$ cat src/mst_pkg.sv
// Shared types and constants of the multi-slot countdown timer.
// No dependencies; every other file but mst_slot_mem refers to it by scoped names.
package mst_pkg;

  localparam int CMD_W  = 2;
  localparam int SECS_W = 16;
  localparam int REM_W  = 17;
  localparam int KIND_W = 2;
  localparam int SLOT_W = 6;

  localparam logic [CMD_W-1:0] CMD_ADD    = 2'd0;
  localparam logic [CMD_W-1:0] CMD_TICK   = 2'd1;
  localparam logic [CMD_W-1:0] CMD_UNLOAD = 2'd2;

  localparam logic [KIND_W-1:0] KIND_ADD_ACK  = 2'd0;
  localparam logic [KIND_W-1:0] KIND_EXPIRED  = 2'd1;
  localparam logic [KIND_W-1:0] KIND_TICK_END = 2'd2;
  localparam logic [KIND_W-1:0] KIND_UNLOADED = 2'd3;

  typedef logic [REM_W-1:0] rem_t;

  // Outcome of one pass of a slot count through the shared step unit.
  typedef struct packed {
    logic expire;
    rem_t dec;
  } step_res_t;

endpackage

$ cat src/mst_req_if.sv
// Command channel of the countdown timer: valid/ready plus command payload.
// Depends on mst_pkg.
interface mst_req_if;
  logic                         valid;
  logic                         ready;
  logic [mst_pkg::CMD_W-1:0]    cmd;
  logic [mst_pkg::SECS_W-1:0]   seconds;

  modport source (output valid, cmd, seconds, input ready);
  modport sink   (input valid, cmd, seconds, output ready);
endinterface

$ cat src/mst_rsp_if.sv
// Result channel of the countdown timer: valid/ready plus result payload.
// Depends on mst_pkg.
interface mst_rsp_if;
  logic                         valid;
  logic                         ready;
  logic [mst_pkg::KIND_W-1:0]   kind;
  logic                         no_space;
  logic [mst_pkg::SLOT_W-1:0]   slot;
  logic                         any_running;
  logic                         last;

  modport source (output valid, kind, no_space, slot, any_running, last, input ready);
  modport sink   (input valid, kind, no_space, slot, any_running, last, output ready);
endinterface

$ cat src/mst_slot_mem.sv
// Remaining-count store: one write port, one read port, registered read.
// No dependencies beyond its parameters.
module mst_slot_mem #(
  parameter int DEPTH = 16,
  parameter int AW    = 4,
  parameter int DW    = 17
) (
  input  logic          clk,
  input  logic          we,
  input  logic [AW-1:0] waddr,
  input  logic [DW-1:0] wdata,
  input  logic [AW-1:0] raddr,
  output logic [DW-1:0] rdata
);

  logic [DW-1:0] mem [DEPTH];

  always_ff @(posedge clk) begin
    if (we) begin
      mem[waddr] <= wdata;
    end
    rdata <= mem[raddr];
  end

endmodule

$ cat src/mst_step_unit.sv
// Shared decrement-and-compare unit used once per slot during a tick.
// Depends on mst_pkg.
module mst_step_unit (
  input  mst_pkg::rem_t      remaining,
  output mst_pkg::step_res_t res
);

  // A count of one or zero runs out on this tick.
  assign res.expire = (remaining <= mst_pkg::rem_t'(1));
  assign res.dec    = remaining - mst_pkg::rem_t'(1);

endmodule

$ cat src/multi_slot_countdown_timer.sv
// Multi-slot countdown timer: sequencer walking the slot table one slot at a time.
// Add: scan for the lowest free slot, one result.
// Tick: read, then step through the shared unit, per slot.
// Unload: one result. One command in flight; stalls only while the result register is full.
// Synchronous reset frees all slots; stored counts are not cleared (only read when running).
module multi_slot_countdown_timer #(
  parameter int NUM_SLOTS = 16
) (
  input logic       clk,
  input logic       rst,
  mst_req_if.sink   req,
  mst_rsp_if.source rsp
);

  localparam int IW = (NUM_SLOTS > 1) ? $clog2(NUM_SLOTS) : 1;
  localparam int SW = mst_pkg::SLOT_W;
  localparam int RW = mst_pkg::REM_W;
  localparam logic [IW-1:0] LAST_IDX = IW'(NUM_SLOTS - 1);

  localparam logic [2:0] S_IDLE = 3'd0;
  localparam logic [2:0] S_ADD  = 3'd1;
  localparam logic [2:0] S_TRD  = 3'd2;
  localparam logic [2:0] S_TEV  = 3'd3;
  localparam logic [2:0] S_TEND = 3'd4;
  localparam logic [2:0] S_UNLD = 3'd5;

  logic [2:0]                        state, state_next;
  logic [IW-1:0]                     idx, idx_next;
  logic [mst_pkg::SECS_W-1:0]        seconds, seconds_next;
  logic [NUM_SLOTS-1:0]              used, used_next;
  logic [NUM_SLOTS-1:0]              running, running_next;
  logic                              any_run, any_run_next;

  logic                              out_valid;
  logic [mst_pkg::KIND_W-1:0]        out_kind;
  logic                              out_no_space;
  logic [SW-1:0]                     out_slot;
  logic                              out_any;
  logic                              out_last;

  logic                              out_free;
  logic                              emit;
  logic [mst_pkg::KIND_W-1:0]        e_kind;
  logic                              e_no_space;
  logic [SW-1:0]                     e_slot;
  logic                              e_any;

  logic                              mem_we;
  mst_pkg::rem_t                     mem_wdata;
  mst_pkg::rem_t                     mem_rdata;
  mst_pkg::step_res_t                step;

  mst_slot_mem #(
    .DEPTH (NUM_SLOTS),
    .AW    (IW),
    .DW    (RW)
  ) u_mem (
    .clk   (clk),
    .we    (mem_we),
    .waddr (idx),
    .wdata (mem_wdata),
    .raddr (idx),
    .rdata (mem_rdata)
  );

  mst_step_unit u_step (
    .remaining (mem_rdata),
    .res       (step)
  );

  assign req.ready = (state == S_IDLE);
  assign out_free  = !out_valid || rsp.ready;

  assign rsp.valid       = out_valid;
  assign rsp.kind        = out_kind;
  assign rsp.no_space    = out_no_space;
  assign rsp.slot        = out_slot;
  assign rsp.any_running = out_any;
  assign rsp.last        = out_last;

  always_comb begin
    state_next   = state;
    idx_next     = idx;
    seconds_next = seconds;
    used_next    = used;
    running_next = running;
    any_run_next = any_run;
    emit         = 1'b0;
    e_kind       = mst_pkg::KIND_ADD_ACK;
    e_no_space   = 1'b0;
    e_slot       = '0;
    e_any        = 1'b0;
    mem_we       = 1'b0;
    mem_wdata    = RW'(seconds);

    unique case (state)
      S_IDLE: begin
        if (req.valid) begin
          idx_next = '0;
          case (req.cmd)
            mst_pkg::CMD_ADD: begin
              seconds_next = req.seconds;
              state_next   = S_ADD;
            end
            mst_pkg::CMD_TICK: begin
              any_run_next = 1'b0;
              state_next   = S_TRD;
            end
            mst_pkg::CMD_UNLOAD: state_next = S_UNLD;
            default: state_next = S_IDLE;
          endcase
        end
      end
      S_ADD: begin
        if (!used[idx]) begin
          if (out_free) begin
            emit              = 1'b1;
            e_slot            = SW'(idx);
            mem_we            = 1'b1;
            used_next[idx]    = 1'b1;
            running_next[idx] = 1'b1;
            state_next        = S_IDLE;
          end
        end else if (idx == LAST_IDX) begin
          if (out_free) begin
            emit       = 1'b1;
            e_no_space = 1'b1;
            state_next = S_IDLE;
          end
        end else begin
          idx_next = idx + IW'(1);
        end
      end
      S_TRD: state_next = S_TEV;
      S_TEV: begin
        logic adv;
        adv = 1'b1;
        if (used[idx] && running[idx]) begin
          if (step.expire) begin
            if (out_free) begin
              emit              = 1'b1;
              e_kind            = mst_pkg::KIND_EXPIRED;
              e_slot            = SW'(idx);
              running_next[idx] = 1'b0;
            end else begin
              adv = 1'b0;
            end
          end else begin
            mem_we       = 1'b1;
            mem_wdata    = step.dec;
            any_run_next = 1'b1;
          end
        end
        if (adv) begin
          if (idx == LAST_IDX) begin
            state_next = S_TEND;
          end else begin
            idx_next   = idx + IW'(1);
            state_next = S_TRD;
          end
        end
      end
      S_TEND: begin
        if (out_free) begin
          emit       = 1'b1;
          e_kind     = mst_pkg::KIND_TICK_END;
          e_any      = any_run;
          state_next = S_IDLE;
        end
      end
      S_UNLD: begin
        if (out_free) begin
          emit         = 1'b1;
          e_kind       = mst_pkg::KIND_UNLOADED;
          used_next    = '0;
          running_next = '0;
          state_next   = S_IDLE;
        end
      end
      default: state_next = S_IDLE;
    endcase
  end

  always_ff @(posedge clk) begin
    if (rst) begin
      state     <= S_IDLE;
      used      <= '0;
      running   <= '0;
      out_valid <= 1'b0;
    end else begin
      state   <= state_next;
      used    <= used_next;
      running <= running_next;
      if (emit) begin
        out_valid <= 1'b1;
      end else if (rsp.ready) begin
        out_valid <= 1'b0;
      end
    end
    idx     <= idx_next;
    seconds <= seconds_next;
    any_run <= any_run_next;
    if (emit) begin
      out_kind     <= e_kind;
      out_no_space <= e_no_space;
      out_slot     <= e_slot;
      out_any      <= e_any;
      // only expiries are followed by more results of the same command
      out_last     <= (e_kind != mst_pkg::KIND_EXPIRED);
    end
  end

endmodule
$ cat src/flat_wrapper.sv
// flat-port wrapper written by rule: the top's interface ports become plain ports
module multi_slot_countdown_timer_flat 
#(
  parameter int NUM_SLOTS = 16
)
  (clk, rst, req_valid, req_cmd, req_seconds, req_ready, rsp_valid, rsp_kind, rsp_no_space, rsp_slot, rsp_any_running, rsp_last, rsp_ready);
  mst_req_if req_i ();
  mst_rsp_if rsp_i ();
  input logic clk;
  input logic rst;
  input wire logic [$bits(req_i.valid)-1:0] req_valid;
  input wire logic [$bits(req_i.cmd)-1:0] req_cmd;
  input wire logic [$bits(req_i.seconds)-1:0] req_seconds;
  output wire logic [$bits(req_i.ready)-1:0] req_ready;
  output wire logic [$bits(rsp_i.valid)-1:0] rsp_valid;
  output wire logic [$bits(rsp_i.kind)-1:0] rsp_kind;
  output wire logic [$bits(rsp_i.no_space)-1:0] rsp_no_space;
  output wire logic [$bits(rsp_i.slot)-1:0] rsp_slot;
  output wire logic [$bits(rsp_i.any_running)-1:0] rsp_any_running;
  output wire logic [$bits(rsp_i.last)-1:0] rsp_last;
  input wire logic [$bits(rsp_i.ready)-1:0] rsp_ready;
  assign req_i.valid = req_valid;
  assign req_i.cmd = req_cmd;
  assign req_i.seconds = req_seconds;
  assign req_ready = req_i.ready;
  assign rsp_valid = rsp_i.valid;
  assign rsp_kind = rsp_i.kind;
  assign rsp_no_space = rsp_i.no_space;
  assign rsp_slot = rsp_i.slot;
  assign rsp_any_running = rsp_i.any_running;
  assign rsp_last = rsp_i.last;
  assign rsp_i.ready = rsp_ready;
  multi_slot_countdown_timer #(.NUM_SLOTS(NUM_SLOTS)) u_core (.clk(clk), .rst(rst), .req(req_i), .rsp(rsp_i));
endmodule
$ cat config.mk
export PLATFORM = sky130hd
export DESIGN_NAME = multi_slot_countdown_timer_flat
export DESIGN_NICKNAME = d
export VERILOG_FILES = /design/src/mst_pkg.sv /design/src/mst_req_if.sv /design/src/mst_rsp_if.sv /design/src/mst_slot_mem.sv /design/src/mst_step_unit.sv /design/src/multi_slot_countdown_timer.sv /design/src/flat_wrapper.sv
export SDC_FILE = /design/constraint.sdc
export NUM_CORES = 1
export LEC_CHECK = 0
export BUFFER_PORTS_ARGS = -buffer_cell sky130_fd_sc_hd__buf_2
export CAP_MARGIN = 15
export CORE_ASPECT_RATIO = 1.5
export CORE_MARGIN = 2
export CORE_UTILIZATION = 62
export CTS_CLUSTER_SIZE = 14
export DETAILED_ROUTE_END_ITERATION = 10
export HOLD_SLACK_MARGIN = 0.06
export PLACE_DENSITY = 0.79
export SLEW_MARGIN = 30
export SYNTH_ARGS = -nofsm -noshare
export SYNTH_HDL_FRONTEND = slang
export SYNTH_SLANG_ARGS = --single-unit
$ cat constraint.sdc
create_clock -name clk -period 3.5 [get_ports clk]
set_clock_uncertainty 0.2 [all_clocks]
set_input_delay 0.525 -clock clk [delete_from_list [all_inputs] [get_ports clk]]
set_output_delay 0.525 -clock clk [all_outputs]
set_load 0.05 [all_outputs]
Word level (Yosys, flattened, before mapping)
Memories as Yosys holds them, arrays and structs flattened. A register that Yosys moved wholly into a read port is not among the register bits.
Cells that the tools add are included.
- RAM bits: 272
- bits in read-only memories: 0
- memories: 1
- register bits after elaboration: 68
- latch bits: 0
- logic and storage cells: 128
- input port bits: 22
- memories (name ; depth ; bits a word ; rd ports ; clocked after memory_dff ; write ports ; RTL line ; source):
    u_core.u_mem.mem ; 16 ; 17 ; 1 ; 1 ; 1 ; mst_slot_mem.sv:16 ; logic [DW-1:0] mem [DEPTH];
- add/sub/neg operators: 2
- reductions and logical operators: 20
- div/mod/pow operators: 0
- bitwise gates (word level): 4
- order comparisons: 3
- mux-type cells: 65
- multipliers: 0
- equality and inequality tests: 21
- shifts and indexed selects: 0
- operator list (kind ; number):
    2-to-1 mux 16 bit ; 8
    2-to-1 mux 17 bit ; 3
    case mux 16 bit (3 select lines) ; 1
    OR 16 bit ; 2
    case mux 16 bit (2 select lines) ; 1
    2-to-1 mux 1 bit ; 23
    2-to-1 mux 4 bit ; 5
    2-to-1 mux 3 bit ; 6
    2-to-1 mux 6 bit ; 3
    != test 2 x 1 -> 1 bit (second input constant) ; 9
    less-or-equal comparator 17 x 1 -> 1 bit (second input constant) ; 1
    subtractor 17 x 1 -> 17 bit (second input constant) ; 1
    AND 16 bit ; 1
    inverter 16 bit ; 1
    case mux 3 bit (5 select lines) ; 1
    case mux 4 bit (3 select lines) ; 1
    case mux 6 bit (2 select lines) ; 1
    case mux 3 bit (3 select lines) ; 1
    binary-select mux 1 bit (select 4 bit) ; 2
    2-to-1 mux 2 bit ; 4
    AND reduction 4 bit ; 2
    AND reduction 7 bit ; 1
    == test 3 x 2 -> 1 bit (second input constant) ; 2
    == test 3 bit (second input constant) ; 2
    24 further kinds ; 33

Logic depth before layout (Yosys ltp)
- depth after elaboration: 10
- gate-level depth with buffers: 10
- mapped depth without buffers: 7

Modules after synthesis
A second synthesis with hierarchy kept.
- cell total of the unflattened synthesis: 804
- area, all modules: 14223.6 um^2
- by module, submodules not included (module ; seq. area each (um^2) ; area each (um^2) ; cells an instance ; times used):
    mst_slot_mem ; 8508.2 ; 10637.7 ; 458 ; 1
    multi_slot_countdown_timer ; 1621.6 ; 3218.1 ; 298 ; 1
    mst_step_unit ; 0.0 ; 367.9 ; 48 ; 1

Worst setup path before layout
Ideal clock, no wire load.
- path kind: register to register
- start point: register u_core.state[0]
- end point: register u_core.seconds[0] in the netlist's numbering (enable)
- path buffers: 1
- setup slack: -0.221 ns
- arrival: 3.111 ns
- required time: 2.891 ns
- stages on the path, launching flop included: 5
- library setup time: 0.409 ns
- path through: dfxtp_1 -> clkbuf_1 -> nor3_1 -> nand2_1 -> nor3_1
- word-level cells in the longest chain between the ends: 2
- RTL lines (item ; RTL line ; source):
    from (decl) ; multi_slot_countdown_timer.sv:27 ; logic [2:0] state, state_next;
    from (signal assigned) ; multi_slot_countdown_timer.sv:191 ; state <= state_next;
    logical NOT 3 bit ; -- ;
    named net req_ready ; flat_wrapper.sv:14 ; output wire logic [$bits(req_i.ready)-1:0] req_ready;
    AND reduction 3 bit (no line) ; -- ;
    to (signal assigned) ; multi_slot_countdown_timer.sv:201 ; seconds <= seconds_next;
    to (decl) ; multi_slot_countdown_timer.sv:29 ; logic [mst_pkg::SECS_W-1:0] seconds, seconds_next;
The timed path passes the listed nets, and every way through them passes these cells.
A chain may end at the register's enable or synchronous reset.

Final worst setup path
- start point: register u_core.idx[0]
- end point: memory u_core.u_mem.mem[11][15], data pin
- word-level cells in the longest chain between the ends: 5
- elaborated cells between the ends (all ways): 7
- classes of those cells: mux: 6; reduce/logical: 1
- RTL lines (item ; RTL line ; source):
    from (decl) ; multi_slot_countdown_timer.sv:28 ; logic [IW-1:0] idx, idx_next;
    from (signal assigned) ; multi_slot_countdown_timer.sv:200 ; idx <= idx_next;
    binary-select mux 1 bit (select 4 bit) ; multi_slot_countdown_timer.sv:138 ; if (used[idx] && running[idx]) begin
    2-to-1 mux 1 bit (not written as such) ; multi_slot_countdown_timer.sv:138 ;
    logical AND 1 bit (*) ; multi_slot_countdown_timer.sv:138 ;
    2-to-1 mux 17 bit (*) ; multi_slot_countdown_timer.sv:138 ;
    2-to-1 mux 17 bit (*) ; multi_slot_countdown_timer.sv:96 ; unique case (state)
    named net u_core.mem_wdata[15] ; multi_slot_countdown_timer.sv:49 ; mst_pkg::rem_t mem_wdata;
    to (decl) ; mst_slot_mem.sv:16 ;
Mark *: on every way through the listed nets, which the timed path passes. The rest lies on a longest branch. The select of a mux whose other input is x is not followed.

==> flow_metrics.env <==
export IMPL_slew_at_the_pin_with_the_worst_max_slew_slack_ns=0.968
export IMPL_clkSlewWorstSetupHoldPaths_ns=0.07
export IMPL_die_area_mm2=0.0239
export IMPL_hold_path_cell_count=3
export IMPL_route_vias_total=7617
export IMPL_core_area_mm2=0.0223
export IMPL_drv_max_cap_violation_count=0
export IMPL_wire_per_inst_um=27.3
export IMPL_hold_path_startpoint="req_cmd[1]"
export IMPL_root_buffer="clkbuf_16"
export IMPL_synth_seq_area_share_pct=72.2
export IMPL_hpwl_mm=18.3
export IMPL_post_route_cells_drive_above_1_share_pct=27.7
export IMPL_grt_first_pass_wirelength_mm=47.5
export IMPL_pin_count_of_the_biggest_net_entering_global_routing=50
export IMPL_cts_root_to_sink_buffers=3
export IMPL_async_reset_ff_share_pct=0
export IMPL_worstHoldEndpoint="u_core.state[2]"
export IMPL_ios=35
export IMPL_timing_rr_start="u_core.idx[0]"
export IMPL_cts_htree_levels=1
export IMPL_max_slew_margin_rel_pct=35.0
export IMPL_floorplan_initialDensity_pct=62.9
export IMPL_postCtsResizedCells=0
export IMPL_data_required_time_at_the_worst_endpoint_ns=3.51
export IMPL_synth_lib_cells_used_distinct=49
export IMPL_clkSinkCount=355
export IMPL_number_of_flops_mapped_to_enable_cells_by_yosys=302
export IMPL_grt_busiest_layer="met2"
export IMPL_slew_viol_final=0
export IMPL_r2r_worst_path_cells=8
export IMPL_numPortBuffers=32
export IMPL_routabilityCongestion=0.857
export IMPL_multi_input_comb_area_mm2=0.00373
export IMPL_viasPerCell=6.63
export IMPL_count_of_state_elements_after_synthesis=355
export IMPL_layout_common_cells="302 x edfxtp_1, 93 x mux4_2, 53 x dfxtp_1"
export IMPL_placementRows=67
export IMPL_wirelength_routed_mm=31.3
export IMPL_total_power_uw=11400
export IMPL_grt_util_met1_pct=34.3
export IMPL_setup_total_negative_slack_ns=0
export IMPL_arr_time_crit_path_ns=3.11
export IMPL_grt_antenna_before_repair=0
export IMPL_global_route_overflow_total=0
export IMPL_numCtsBuffers=31
export IMPL_syn_area_mm2=0.0140
export IMPL_layout_area_overhead_vs_synth_pct=14.7
export IMPL_post_synth_cell_area_avg_um2=18.3
export IMPL_timing_critical_path_cells="buf_12 -> mux4_2 -> a22oi_1 -> nand2_1 -> nand4b_1 -> buf_12 -> nand2_1 -> o21ai_1"
export IMPL_static_leakage_power_uw=0.00527
export IMPL_synth_warning_count=0
export IMPL_crit_path_slowest_cell="o21ai_1"
export IMPL_track_usage_pct=27.0
export IMPL_worst_path_dominant_cell_family="compound AO/OA/AOI/OAI gates"
export IMPL_setup_viol=0
export IMPL_timing_worst_setup_path_type="register to register"
export IMPL_crit_path_max_incr_delay_ns=0.51
export IMPL_crit_path_start_kind="register"
export IMPL_global_route_usage_met3_pct=3.61
export IMPL_r2r_setup_slk_ns=0.40
export IMPL_tritoncts="yes"
export IMPL_synth_main_ff_cell="edfxtp_1"
export IMPL_die_height_um=188
export IMPL_endpoint_kind="register"
export IMPL_drt_antenna_violating_nets=0
export IMPL_hold_path_class="input pin to register"
export IMPL_final_min_period_over_clock_period_pct=88.5
export IMPL_sequential_cell_area_mm2=0.0101
export IMPL_power_density_mw_per_mm2=707
export IMPL_peakVddDrop_mv=0.431
export IMPL_grt_setup_unrepaired="no"
export IMPL_drc_viols=0
export IMPL_final_net_count=882
export IMPL_synth_cells=767
export IMPL_min_period_ns=3.10
export IMPL_antenna_cells_inserted=0
export IMPL_clock_fmax_ghz=0.323
export IMPL_crit_fanout=32
export IMPL_die_x_um=127
export IMPL_run_status="complete, no violations"
export IMPL_worst_skew_pair_late_latency_ns=0.55
export IMPL_most_common_cell_after_layout_fill_and_taps_aside="edfxtp_1"
export IMPL_gr_usage_met2_pct=45.7
export IMPL_report_final_hold_viol_count=0
export IMPL_critical_path_reg2reg_endpoint="u_core.u_mem.mem[11][15]"
export IMPL_fillerInstances=1294
export IMPL_initialDrtViolationCount=719
export IMPL_worstPathBufferInverterCount=2
export IMPL_grt_pass1_vias=7932
export IMPL_firstDrtPassIters=5
[power breakdown]
part | switching [uW] | leakage, uW | internal, uW
clock | 1390 | 0.000447 | 1780
combinational | 1670 | 0.00163 | 1280
sequential | 270 | 0.00319 | 4970
total | 3340 | 0.00527 | 8030
[layout make-up]
type / instances / area share [%]
Sequential cell: 355 / 63.0
Multi-Input combinational cell: 360 / 23.2
Timing Repair Buffer: 96 / 5.72
Clock buffer: 42 / 5.14
Tap cell: 276 / 2.15
Clock inverter: 10 / 0.591
Inverter: 10 / 0.233
[sequential cells by signal (all words and copies together), names as in the netlist, 2 cells and up]
register,flops
u_core.running,16
u_core.seconds,16
u_core.u_mem.mem,272
u_core.used,16
u_core.idx,4
u_core.u_mem.rdata,17
u_core.rsp.slot,4
u_core.state,3
u_core.rsp.kind,2
[Yosys cell counts, types with 3 or more instances]
cell        n  share of area, %
edfxtp_1  302                65
mux4_2     93                15
dfxtp_1    53               7.6
nor2_1     49               1.3
nand2_1    48               1.3
o21ai_0    34               1.2
clkbuf_1   23              0.62
o21a_1     17              0.91
o211ai_1   16              0.86
nor3_1     12              0.43
a21oi_1    11              0.39
buf_2      11              0.39
inv_1      10              0.27
xnor2_1    10              0.62
and2_1      6              0.27
ha_1        6              0.54
nand2b_1    5              0.22
xor2_1      5              0.31
a22oi_1     4              0.21
a31oi_1     4              0.18
nor2b_1     4              0.18
buf_1       3             0.080
buf_4       3              0.16
buf_6       3              0.24
nand3_1     3              0.11
or3_1       3              0.13
[worst max-delay path by stage]
stage / startpoint / to / slack, ns / cells past startpoint
3_3_place_gp: u_core.idx[0] / u_core.u_mem.mem[2][4] / 0.24 / 6
5_1_grt: u_core.idx[0] / u_core.u_mem.mem[5][15] / 0.28 / 8
2_1_floorplan: u_core.idx[0] / u_core.u_mem.mem[3][0] / 0.25 / 9
4_1_cts: u_core.idx[0] / u_core.u_mem.mem[1][0] / 0.20 / 7
6_report: u_core.idx[0] / u_core.u_mem.mem[11][15] / 0.40 / 8
3_5_place_dp: u_core.idx[0] / u_core.u_mem.mem[15][1] / 0.22 / 7
[what timing repair did]
action,in CTS,in global routing
endpoints found under the hold margin,18,0
hold buffers,17,0
setup endpoints to repair,0,16
setup buffers,0,4
[worst register-to-register path, delay by kind of cell (launching register included)]
family	cells	cell delay [ns]
muxes	1	0.50
buffers and inverters	2	0.39
DFF	1	0.42
and+or+nand+nor	3	0.42
AOI/OAI and AO/OA	2	0.83
[layer usage]
| layer | up-vias | wire length [um] |
|---|---|---|
| met4 | 0 | 1710 |
| li1 | 3230 | - |
| met3 | 108 | 2090 |
| met5 | - | 0 |
| met2 | 430 | 16200 |
| met1 | 3849 | 11300 |
[kinds of logic (layout without fill, tap and decap cells)]
family / after synthesis / count (layout) / synth area share [%]
flip-flops: 355 / 355 / 72.2
AND/OR/NAND/NOR: 145 / 145 / 4.84
AO/OA/AOI/OAI: 98 / 98 / 4.66
multiplexers: 94 / 94 / 15.0
buffers and inverters: 53 / 158 / 1.76
XOR/XNOR: 15 / 15 / 0.937
adder cells (fa/ha/maj): 6 / 6 / 0.535
other: 1 / 2 / 0.0267
[per-stage QoR]
stage / worst slack (ns) / hold slack (ns) / cell area, um2 / instances / util [%]
finish: 0.403 / 0.206 / 16100 / 1149 / 72.1
global route: 0.276 / 0.226 / 16100 / 1149 / 72.1
detailed placement: 0.224 / 0.250 / 14900 / 1076 / 67.0
CTS: 0.200 / 0.182 / 16000 / 1145 / 71.9
global placement: 0.243 / 0.243 / 14900 / 1076 / 66.9
floorplan: 0.254 / 0.235 / 14000 / 768 / -
No activity file was read; power rests on OpenSTA's default activity.
